`config.mk`:
```
export PLATFORM = sky130hd
export DESIGN_NAME = bti_ctrl
export DESIGN_NICKNAME = d
export VERILOG_FILES = /design/src/rtl/bti_pkg.sv /design/src/rtl/bti_ctrl.sv
export SDC_FILE = /design/constraint.sdc
export NUM_CORES = 1
export LEC_CHECK = 0
export BUFFER_PORTS_ARGS = -buffer_cell sky130_fd_sc_hd__clkbuf_2
export CORE_MARGIN = 2
export CORE_UTILIZATION = 30
export CTS_BUF_LIST = sky130_fd_sc_hd__clkbuf_8 sky130_fd_sc_hd__clkbuf_16
export CTS_CLUSTER_DIAMETER = 80
export DETAILED_ROUTE_END_ITERATION = 10
export GPL_TIMING_DRIVEN = 0
export HOLD_SLACK_MARGIN = 0.03
export PLACE_DENSITY = 0.61
export SYNTH_ARGS = -nofsm -noshare
export SYNTH_HDL_FRONTEND = slang
export SYNTH_SLANG_ARGS = --single-unit
export TNS_END_PERCENT = 10
```
`constraint.sdc`:
```
create_clock -name i_clk -period 2.65 [get_ports i_clk]
set_clock_uncertainty 0.15 [all_clocks]
set_input_delay 0.265 -clock i_clk [delete_from_list [all_inputs] [get_ports i_clk]]
set_output_delay 0.265 -clock i_clk [all_outputs]
set_load 0.01 [all_outputs]
```
`src/rtl/bti_pkg.sv`:
```
`default_nettype none

package bti_pkg;

    // Defaults for the top level parameters
    localparam int MAX_ENTRIES_DEF   = 64;
    localparam int FRACTION_BITS_DEF = 16;

    // Fixed field widths
    localparam int VAL_W = 32;
    localparam int RES_W = 48;
    localparam int CFG_W = 7;
    localparam int IDX_W = 6;

    typedef enum logic [1:0] {
        MODE_LOAD,
        MODE_INTERP,
        MODE_INTEG_TO,
        MODE_INTEG_ALL
    } t_mode;

    typedef enum logic [1:0] {
        ST_OK,
        ST_SHORT,
        ST_ZERO_WIDTH,
        ST_SAT
    } t_status;

    // Datapath operations, one per cycle
    typedef enum logic [4:0] {
        OP_NOP,
        OP_START,
        OP_LD_FIRST,
        OP_LD_LAST,
        OP_LD_NEXT,
        OP_ADVANCE,
        OP_MUL_TERM,
        OP_S_ADD,
        OP_MUL_YDX,
        OP_MUL_2YDX,
        OP_MUL_UDY,
        OP_ACC_ADD,
        OP_SAVE_INNER,
        OP_MAC_S_DX,
        OP_MAC_IN_U,
        OP_DIV_INT,
        OP_DIV_SEG,
        OP_DIV_ALL,
        OP_RES_SHORT,
        OP_RES_ZW,
        OP_RES_Y0,
        OP_RES_YL,
        OP_PUBLISH
    } t_op;

    // Table read address select
    typedef enum logic [1:0] {
        RD_FIRST,
        RD_LAST,
        RD_NEXT
    } t_rd_sel;

    typedef struct packed {
        t_op     op;
        t_rd_sel rd_sel;
        logic    mem_we;
    } t_cmd;

    typedef struct packed {
        logic short_tbl;
        logic lt_first;
        logic gt_last;
        logic more_idx;
        logic below_t;
        logic dx_zero;
        logic mac_busy;
        logic div_busy;
    } t_dp_status;

endpackage

`default_nettype wire

```
`src/rtl/bti_ctrl.sv`:
```
`default_nettype none

module bti_ctrl (
    input  logic                 i_clk,
    input  logic                 i_rst_n,
    input  logic                 i_in_valid,
    input  logic [1:0]           i_mode,
    input  logic                 i_out_stall,
    input  bti_pkg::t_dp_status  i_flags,
    output bti_pkg::t_cmd        o_cmd,
    output logic                 o_in_stall,
    output logic                 o_out_valid
);
    import bti_pkg::*;

    typedef enum logic [4:0] {
        S_IDLE,
        S_BEGIN,
        S_FIRST,
        S_LAST,
        S_CLAMP,
        S_NEXT,
        S_EVAL,
        S_TERM,
        S_STEP,
        S_RDN,
        S_SEG,
        S_Y,
        S_U,
        S_U2,
        S_MAC1,
        S_MW1,
        S_MW2,
        S_MW3,
        S_DIV,
        S_PUB
    } t_state;

    t_state r_state, n_state;
    t_mode  r_mode, n_mode;
    logic   r_out_valid, n_out_valid;
    logic   publish;

    assign publish = (o_cmd.op == OP_PUBLISH);

    // Next state and datapath command
    always_comb begin
        n_state      = r_state;
        n_mode       = r_mode;
        o_cmd.op     = OP_NOP;
        o_cmd.rd_sel = RD_NEXT;
        o_cmd.mem_we = 1'b0;
        case (r_state)
            S_IDLE: begin
                if (i_in_valid) begin
                    if (t_mode'(i_mode) == MODE_LOAD) begin
                        o_cmd.mem_we = 1'b1;
                    end else begin
                        o_cmd.op = OP_START;
                        n_mode   = t_mode'(i_mode);
                        n_state  = S_BEGIN;
                    end
                end
            end
            S_BEGIN: begin
                if (i_flags.short_tbl) begin
                    o_cmd.op = OP_RES_SHORT;
                    n_state  = S_PUB;
                end else begin
                    o_cmd.rd_sel = RD_FIRST;
                    n_state      = S_FIRST;
                end
            end
            S_FIRST: begin
                o_cmd.op     = OP_LD_FIRST;
                o_cmd.rd_sel = RD_LAST;
                n_state      = S_LAST;
            end
            S_LAST: begin
                o_cmd.op = OP_LD_LAST;
                n_state  = S_CLAMP;
            end
            // outside the table an interpolate returns an end ordinate
            S_CLAMP: begin
                if (r_mode == MODE_INTERP && i_flags.lt_first) begin
                    o_cmd.op = OP_RES_Y0;
                    n_state  = S_PUB;
                end else if (r_mode == MODE_INTERP && i_flags.gt_last) begin
                    o_cmd.op = OP_RES_YL;
                    n_state  = S_PUB;
                end else begin
                    n_state = S_NEXT;
                end
            end
            S_NEXT: begin
                o_cmd.op = OP_LD_NEXT;
                n_state  = S_EVAL;
            end
            // walk the table
            S_EVAL: begin
                if (r_mode == MODE_INTEG_ALL) begin
                    o_cmd.op = OP_MUL_TERM;
                    n_state  = S_TERM;
                end else if (i_flags.more_idx && i_flags.below_t) begin
                    if (r_mode == MODE_INTEG_TO) begin
                        o_cmd.op = OP_MUL_TERM;
                        n_state  = S_TERM;
                    end else begin
                        o_cmd.op = OP_ADVANCE;
                        n_state  = S_RDN;
                    end
                end else begin
                    n_state = S_SEG;
                end
            end
            S_TERM: begin
                o_cmd.op = OP_S_ADD;
                n_state  = S_STEP;
            end
            S_STEP: begin
                if (r_mode == MODE_INTEG_ALL && !i_flags.more_idx) begin
                    o_cmd.op = OP_DIV_ALL;
                    n_state  = S_DIV;
                end else begin
                    o_cmd.op = OP_ADVANCE;
                    n_state  = S_RDN;
                end
            end
            S_RDN: begin
                n_state = S_NEXT;
            end
            // segment that holds the target
            S_SEG: begin
                if (i_flags.dx_zero) begin
                    o_cmd.op = OP_RES_ZW;
                    n_state  = S_PUB;
                end else begin
                    o_cmd.op = (r_mode == MODE_INTEG_TO) ? OP_MUL_2YDX : OP_MUL_YDX;
                    n_state  = S_Y;
                end
            end
            S_Y: begin
                o_cmd.op = OP_ACC_ADD;
                n_state  = S_U;
            end
            S_U: begin
                o_cmd.op = OP_MUL_UDY;
                n_state  = S_U2;
            end
            S_U2: begin
                o_cmd.op = OP_ACC_ADD;
                n_state  = (r_mode == MODE_INTEG_TO) ? S_MAC1 : S_MW2;
            end
            S_MAC1: begin
                o_cmd.op = OP_SAVE_INNER;
                n_state  = S_MW1;
            end
            S_MW1: begin
                o_cmd.op = OP_MAC_S_DX;
                n_state  = S_DIV;
                if (!i_flags.mac_busy) begin
                    n_state = S_MW2;
                end
            end
            S_MW2: begin
                if (!i_flags.mac_busy) begin
                    if (r_mode == MODE_INTEG_TO) begin
                        o_cmd.op = OP_MAC_IN_U;
                        n_state  = S_MW3;
                    end else begin
                        o_cmd.op = OP_DIV_INT;
                        n_state  = S_DIV;
                    end
                end
            end
            // second product in, then divide by twice the segment width
            S_MW3: begin
                if (!i_flags.mac_busy) begin
                    o_cmd.op = OP_DIV_SEG;
                    n_state  = S_DIV;
                end
            end
            S_DIV: begin
                if (!i_flags.div_busy && !i_flags.mac_busy) begin
                    n_state = S_PUB;
                end
            end
            S_PUB: begin
                if (!i_flags.mac_busy && !i_flags.div_busy && (!r_out_valid || !i_out_stall)) begin
                    o_cmd.op = OP_PUBLISH;
                    n_state  = S_IDLE;
                end
            end
            default: begin
                n_state = S_IDLE;
            end
        endcase
    end

    always_comb begin
        if (publish) begin
            n_out_valid = 1'b1;
        end else begin
            n_out_valid = r_out_valid && i_out_stall;
        end
    end

    // State and registered outputs
    always_ff @(posedge i_clk) begin
        if (!i_rst_n) begin
            r_state     <= S_IDLE;
            r_mode      <= MODE_LOAD;
            r_out_valid <= 1'b0;
        end else begin
            r_state     <= n_state;
            r_mode      <= n_mode;
            r_out_valid <= n_out_valid;
        end
    end

    assign o_in_stall  = (r_state != S_IDLE);
    assign o_out_valid = r_out_valid;

endmodule

`default_nettype wire

```
==> results of run 1 <==
## sequential cells by signal, indices dropped and copies added (netlist names)
signal	count
r_state	5
o_out_valid	1
r_mode	2
## Yosys cell counts (all sizes together), types with 4 or more instances
| master | number | share of area |
|---|---|---|
| a211oi | 4 | 0.028 |
| a21boi | 4 | 0.028 |
| a21oi | 9 | 0.042 |
| and2 | 6 | 0.037 |
| buf | 10 | 0.071 |
| dfxtp | 8 | 0.15 |
| inv | 5 | 0.018 |
| nand2 | 17 | 0.060 |
| nand2b | 8 | 0.047 |
| nand3 | 5 | 0.023 |
| nor2 | 20 | 0.072 |
| nor2b | 8 | 0.047 |
| nor3 | 4 | 0.029 |
| nor3b | 5 | 0.040 |
| o21ai | 14 | 0.065 |
| or3 | 4 | 0.023 |
## metrics by stage
step,instances,hold slack [ps]
after floorplan,160,243
after CTS,232,164
after global routing,232,170
after global placement,229,408
final,232,173
after detailed placement,229,401
## cell type report
| type | count | share of cell area |
|---|---|---|
| Multi-Input combinational cell | 137 | 0.635 |
| Sequential cell | 8 | 0.125 |
| Timing Repair Buffer | 23 | 0.0895 |
| Buffer | 10 | 0.0593 |
| Tap cell | 46 | 0.0447 |
| Clock buffer | 3 | 0.0321 |
| Inverter | 5 | 0.0146 |
## cell families after synthesis
group | Yosys count
compound gates | 54
buf+inv | 15
simple gates | 83
flops | 8
## worst max-delay path: stages (launching register included)
cell and delay, ps:
dfxtp_1 310, buf_6 140, nor3_1 450, and2_1 260, nand2_1 60, o2111ai_1 160, a31o_2 160, clkbuf_2 120
## final timing paths
kind                            startpoint    endpoint  slack [ps]  cells after the start
worst min-delay path               i_rst_n  r_state[4]         170                      2
worst max register to register  r_state[2]  r_state[0]         830                      6
worst min register to register   r_mode[0]   r_mode[0]         450                      2
worst max-delay path            r_state[0]    o_cmd[7]         350                      7
## cell usage in the layout, fill, tap and decap left out, types with 4 or more instances in the layout
cell type | netlist | final
nor2b_1 | 8 | 8
clkbuf_2 | 0 | 23
nand2b_1 | 8 | 8
a21oi_1 | 9 | 9
a21boi_0 | 4 | 4
or3_1 | 4 | 4
and2_1 | 5 | 5
inv_1 | 5 | 5
nand3_1 | 5 | 5
o21ai_0 | 14 | 14
a211oi_1 | 4 | 4
nor2_1 | 19 | 19
dfxtp_1 | 8 | 8
nand2_1 | 17 | 17
nor3b_1 | 4 | 4
buf_2 | 4 | 4
## power breakdown
part / switching [mW] / internal (mW) / total [mW] / leakage, nW
logic: 0.391 / 0.280 / 0.671 / 0.446
registers: 0.0351 / 0.147 / 0.182 / 0.0653
clock network: 0.0451 / 0.0981 / 0.143 / 0.0216
total: 0.471 / 0.525 / 0.996 / 0.533
## metal layers
layer / track usage / share of wire
met5: 0 / 0
met4: 0.0326 / 0.0041
met3: 0.0299 / 0.089
met2: 0.260 / 0.46
met1: 0.248 / 0.44
==> flow_summary.json, run 1 <==
{
  "pwr_density_cell_nw_per_um2": 775,
  "vias_per_cell": 5.60,
  "grt_start_max_net_pins": 11,
  "worstHoldPathType": "primary input to flop",
  "grt-ovfl-total": 0,
  "rsz0062_at_grt": "false",
  "nNetsFinal": 202,
  "power_uw": 996,
  "insertion_delay_ps": 230,
  "syn_nets": 174,
  "place_hpwl_mm": 2.67,
  "tightest_slew_ps": 565,
  "finalCriticalPeriod_ps": 2300,
  "cap_viol_max_count": 0,
  "synthAdderAreaFrac": 0,
  "setup_viol": 0,
  "avgSynthCellArea_um2": 6.70,
  "synth_top_family_by_area": "simple AND/OR/NAND/NOR gates",
  "setup_ws_ps": 349,
  "ant_nets": 0,
  "first_iter_violations": 80,
  "areaGrowthSynthToFinish_pct": 20.0,
  "post-route-util": 0.379,
  "grt_pass1_vias": 1157,
  "grt_pass1_wl_mm": 5.49,
  "outcome": "complete, no violations",
  "cp.required_ps": 2240,
  "synthArstFlopShare": 0,
  "fill_cells": 364,
  "yosys.area_share.simple": 0.414,
  "htree_levels": 1,
  "drc": 0,
  "numCtsBuffers": 3,
  "clock-sinks": 8,
  "synth_area_um2": 1070,
  "cts_resized": 0,
  "multi_input_area_um2": 817,
  "synthFlopType": "dfxtp_1",
  "syn_inst": 160,
  "drt-pass1-iter-count": 4,
  "cts_tree": "done",
  "dpl_worst_slack_ps": 599,
  "critical_path_class": "flop to output pin",
  "fp.dieArea_um2": 4070,
  "synth-compound-area-share": 0.348,
  "post_cts_buffers": 0,
  "timing.fmax_ghz": 0.435,
  "clkTransAtPathRegs_ps": 40,
  "core_area_um2": 3390,
  "yosys_warnings": 0,
  "postCtsHoldBufs": 0,
  "worst_ir_drop_vdd_uv": 214,
  "ys_types": 45,
  "start_util": 0.316,
  "power_leakage_nw": 0.533,
  "io_buffers": 23,
  "n_antenna_cell": 0,
  "vias": 1300,
  "cp-end-kind": "output pin",
  "ys_seq_area_frac": 0.149,
  "routedWlPerCell_um": 14.6,
  "timing.final.crit_share": 0.868,
  "drt_wl_total_mm": 3.39,
  "startpoint_type": "flop",
  "die_height_um": 63.8,
  "clock_tree.root_cell": "clkbuf_8",
  "synthMuxAreaShare": 0,
  "drive_gt1_frac": 0.226,
  "final_hold_viol_count": 0,
  "grt_antenna_before_repair": 0,
  "fin_area_um2": 1290,
  "cp_max_fo": 10,
  "cts_buffer_depth": 2,
  "die_w_um": 63.8,
  "cp.arrival_ps": 1890,
  "rows": 21,
  "place_congestion": 0.946,
  "io_pins": 24,
  "max-slew-margin-rel": 0.620,
  "dpl_cell_area_um2": 1240,
  "synth_xor_area_frac": 0,
  "regArea_um2": 160,
  "synth_seq_cells": 8,
  "final.setup.tns_ps": 0,
  "slew_violations": 0,
  "synth_edf_count": 0,
  "grt_util_all_layers": 0.170
}
No activity file was read; power rests on OpenSTA's default activity.
==> inputs of run 2 (changes only) <==
--- a/config.mk
+++ b/config.mk
@@ -8,3 +8,3 @@
 export BUFFER_PORTS_ARGS = -buffer_cell sky130_fd_sc_hd__clkbuf_2
-export CORE_MARGIN = 2
+export CORE_MARGIN = 1
 export CORE_UTILIZATION = 30
@@ -16,2 +16,3 @@
 export PLACE_DENSITY = 0.61
+export SKIP_CTS_REPAIR_TIMING = 1
 export SYNTH_ARGS = -nofsm -noshare
==> constraint.sdc (replaced) <==
create_clock -name i_clk -period 2.65 [get_ports i_clk]
set_clock_uncertainty 0.15 [all_clocks]
set_input_delay 0.53 -clock i_clk [delete_from_list [all_inputs] [get_ports i_clk]]
set_output_delay 0.53 -clock i_clk [all_outputs]
set_load 0.01 [all_outputs]
==> flow_summary.json, run 2 (synthesized netlist as in run 1, its figures left out) <==
{
  "tightest_slew_ps": 453,
  "ant_nets": 0,
  "place_congestion": 0.914,
  "die_height_um": 61.8,
  "drc": 0,
  "grt_antenna_before_repair": 0,
  "insertion_delay_ps": 230,
  "worst_ir_drop_vdd_uv": 304,
  "dpl_worst_slack_ps": 346,
  "rsz0062_at_grt": "false",
  "cts_tree": "done",
  "rows": 21,
  "fin_area_um2": 1290,
  "cp-end-kind": "output pin",
  "grt_start_max_net_pins": 11,
  "finalCriticalPeriod_ps": 2570,
  "timing.fmax_ghz": 0.389,
  "power_mw": 1.01,
  "cts_buffer_depth": 2,
  "clkTransAtPathRegs_ps": 40,
  "setup_ws_ps": 82.6,
  "final.setup.tns_ps": 0,
  "io_buffers": 23,
  "slew_violations": 0,
  "cp.arrival_ps": 1890,
  "cap_viol_max_count": 0,
  "clock_tree.root_cell": "clkbuf_8",
  "grt_pass1_wl_mm": 5.15,
  "largest_reg_flops": 5,
  "htree_levels": 1,
  "n_antenna_cell": 0,
  "startpoint_type": "flop",
  "dpl_cell_area_um2": 1240,
  "core_area_um2": 3390,
  "drive_gt1_frac": 0.237,
  "largest_register": "r_state",
  "post-route-util": 0.381,
  "die_w_um": 61.8,
  "cp.required_ps": 1970,
  "final_hold_viol_count": 0,
  "nNetsFinal": 202,
  "fp.dieArea_um2": 3820,
  "drt_wl_total_mm": 3.36,
  "final_cell_mix": "23 x clkbuf_2, 19 x nor2_1, 17 x nand2_1, 14 x o21ai_0, 9 x a21oi_1",
  "vias_per_cell": 5.57,
  "io_pins": 24,
  "drt-pass1-iter-count": 4,
  "grt_util_all_layers": 0.183,
  "worstHoldPathType": "primary input to flop",
  "hold_path_depth": 2,
  "power_leakage_nw": 0.535,
  "start_util": 0.316,
  "timing.final.crit_share": 0.969,
  "outcome": "complete, no violations",
  "critical_path_class": "flop to output pin",
  "setup_viol": 0,
  "mostFrequentLayoutCell": "clkbuf_2",
  "max-slew-margin-rel": 0.698,
  "areaGrowthSynthToFinish_pct": 20.5,
  "routedWlPerCell_um": 14.5,
  "pwr_density_cell_nw_per_um2": 781,
  "cp_max_fo": 10,
  "numCtsBuffers": 3,
  "first_iter_violations": 74,
  "clock-sinks": 8,
  "place_hpwl_mm": 2.61,
  "ff2ff_path_depth": 6,
  "grt-ovfl-total": 0,
  "vias": 1292,
  "grt_pass1_vias": 1111
}
[run 2: where the power goes]
| part | switching (mW) | internal [mW] | total, mW |
|---|---|---|---|
| registers | 0.0370 | 0.149 | 0.186 |
| logic | 0.394 | 0.282 | 0.677 |
| clock network | 0.0490 | 0.0985 | 0.147 |
| total | 0.480 | 0.530 | 1.01 |
[run 2: layer usage]
layer  GRT usage  wire length (um)  vias up
met3      0.0373               262        5
met1       0.241              1510      583
met5           0                 0        -
met2       0.296              1550       65
li1            -                 -      639
met4      0.0635                35        0
[run 2: through the flow]
step / hold slack, ps / std cells
6_report: 436 / 232
5_1_grt: 434 / 232
4_1_cts: 437 / 232
3_5_place_dp: 472 / 229
3_3_place_gp: 457 / 229
2_1_floorplan: 393 / 160
[run 2: critical path, stage by stage (launching register included)]
cell,delay (ps)
dfxtp_1,350
buf_4,200
nor3_4,220
nand3_1,240
o311ai_1,360
or3_1,160
clkbuf_2,120
[run 2: final timing paths]
check / from / endpoint / slack [ps]
setup / recovery: r_state[4] / o_cmd[3] / 80
hold / removal: i_rst_n / r_state[4] / 440
setup reg to reg: r_state[2] / r_state[0] / 800
hold reg to reg: r_mode[0] / r_mode[0] / 460
[run 2: area by class of cell]
cell class	count	area [um2]
buffer	10	76.3
clock buffer	3	41.3
fill	378	2100
inverter	5	18.8
multi-input combinational	137	822
sequential	8	161
tap	46	57.6
timing repair buffer	23	115
==> inputs of run 3 (changes only) <==
- CORE_MARGIN: 1 -> 1.5
- CORE_UTILIZATION: 30 -> 58
- PLACE_DENSITY: 0.61 -> 0.95
==> flow_summary.json, run 3 (synthesized netlist as in run 1, its figures left out) <==
{
  "mostFrequentLayoutCell": "clkbuf_2",
  "combPwrFrac": 0.676,
  "rsz0062_at_grt": "false",
  "clock_tree.root_cell": "clkbuf_8",
  "htree_levels": 1,
  "timing.fmax_ghz": 0.389,
  "drt_wl_total_mm": 3.55,
  "cap_viol_max_count": 0,
  "grt_pass1_wl_mm": 5.80,
  "die_height_um": 46.0,
  "clkTransAtPathRegs_ps": 40,
  "worstHoldPathType": "primary input to flop",
  "timing.final.crit_share": 0.971,
  "setup_ws_ps": 76.1,
  "cp.arrival_ps": 1890,
  "pwr_density_cell_nw_per_um2": 807,
  "finalCriticalPeriod_ps": 2570,
  "core_area_um2": 1730,
  "areaGrowthSynthToFinish_pct": 18.2,
  "die_w_um": 46.0,
  "insertion_delay_ps": 230,
  "io_pins": 24,
  "max_stage_delay_ps": 350,
  "final_cell_mix": "23 x clkbuf_2, 19 x nor2_1, 17 x nand2_1, 14 x o21ai_0, 9 x a21oi_1",
  "grt-ovfl-total": 0,
  "cts_buffer_depth": 2,
  "routedWlPerCell_um": 16.8,
  "start_util": 0.621,
  "cp-end-kind": "output pin",
  "numCtsBuffers": 3,
  "grt_util_all_layers": 0.378,
  "path_cells": "buf_4, nor3_4, nand3_1, o311ai_1, or3_1, clkbuf_2",
  "post-route-util": 0.734,
  "clkPwrFrac": 0.145,
  "first_iter_violations": 140,
  "place_congestion": 0.986,
  "outcome": "complete, no violations",
  "max-slew-margin-rel": 0.702,
  "final_hold_viol_count": 0,
  "n_antenna_cell": 0,
  "grt_start_max_net_pins": 11,
  "fp.dieArea_um2": 2120,
  "place_hpwl_mm": 2.68,
  "dpl_worst_slack_ps": 312,
  "nNetsFinal": 202,
  "largest_register": "r_state",
  "power_leakage_nw": 0.534,
  "cp_max_fo": 10,
  "p_sw_frac": 0.483,
  "startpoint_type": "flop",
  "intPower_uw": 529,
  "vias": 1415,
  "ant_nets": 0,
  "drc": 0,
  "tightest_slew_ps": 442,
  "clock-sinks": 8,
  "rows": 15,
  "fin_area_um2": 1270,
  "vias_per_cell": 6.71,
  "grt_pass1_vias": 1330,
  "worst_ir_drop_vdd_uv": 427,
  "drt-pass1-iter-count": 6,
  "crit_buf_inv": 2,
  "grt_antenna_before_repair": 0,
  "fill_cells": 149,
  "switching_power_uw": 494,
  "critical_path_class": "flop to output pin",
  "cp.required_ps": 1970,
  "drive_gt1_frac": 0.231,
  "setup_viol": 0,
  "final.setup.tns_ps": 0,
  "cts_tree": "done",
  "cp_slowest_cell": "dfxtp_1",
  "slew_violations": 0,
  "seq_power_share": 0.179,
  "dpl_cell_area_um2": 1220,
  "path_delay_family": "simple AND/OR/NAND/NOR gates",
  "io_buffers": 23,
  "largest_reg_flops": 5
}
-- run 3: cell count changes in the layout (fill, tap and decap cells not counted) --
cell	delta
dfxtp_1	+1
clkbuf_4	+1
dfxtp_2	-1
buf_2	-1
-- run 3: per-stage QoR --
stage,cells,hold slack (ps),total power [mW]
finish,211,447,1.02
global route,211,444,1.08
CTS,211,433,0.993
detailed placement,208,475,0.841
global placement,208,460,0.836
floorplan,160,393,0.655
-- run 3: final timing paths --
path                    from    endpoint  slack (ps)  cells past startpoint
setup / recovery  r_state[4]    o_cmd[3]          80                      6
hold / removal       i_rst_n  r_state[4]         450                      2
setup reg to reg  r_state[1]  r_state[1]         780                      6
hold reg to reg    r_mode[0]   r_mode[0]         480                      2
-- run 3: cell type report --
type	instances	area, um2	share of cell area
clock buffer	3	41.3	0.0326
timing repair buffer	23	115	0.0908
multi-input combinational	137	822	0.649
buffer	10	78.8	0.0622
tap	25	31.3	0.0247
inverter	5	18.8	0.0148
sequential	8	160	0.126
-- run 3: metal layers --
metal	GRT usage	part of all wire
met3	0.115	0.14
met1	0.460	0.36
met2	0.614	0.45
met4	0.149	0.049
met5	0	0
-- run 3: worst reg2reg max path, stage by stage (launching register included) --
cell and delay, ps:
dfxtp_1 360, buf_6 170, nor3b_1 410, a21oi_1 110, o22ai_1 180, a211oi_1 60
a311oi_1 320
-- run 3: power groups by stage --
stage                     Clock (mW)  Sequential (mW)  Combinational (mW)
after global routing           0.152            0.190               0.741
final                          0.148            0.184               0.692
after floorplan                    0            0.173               0.481
after CTS                      0.146            0.182               0.665
after detailed placement           0            0.184               0.657
after global placement             0            0.182               0.654
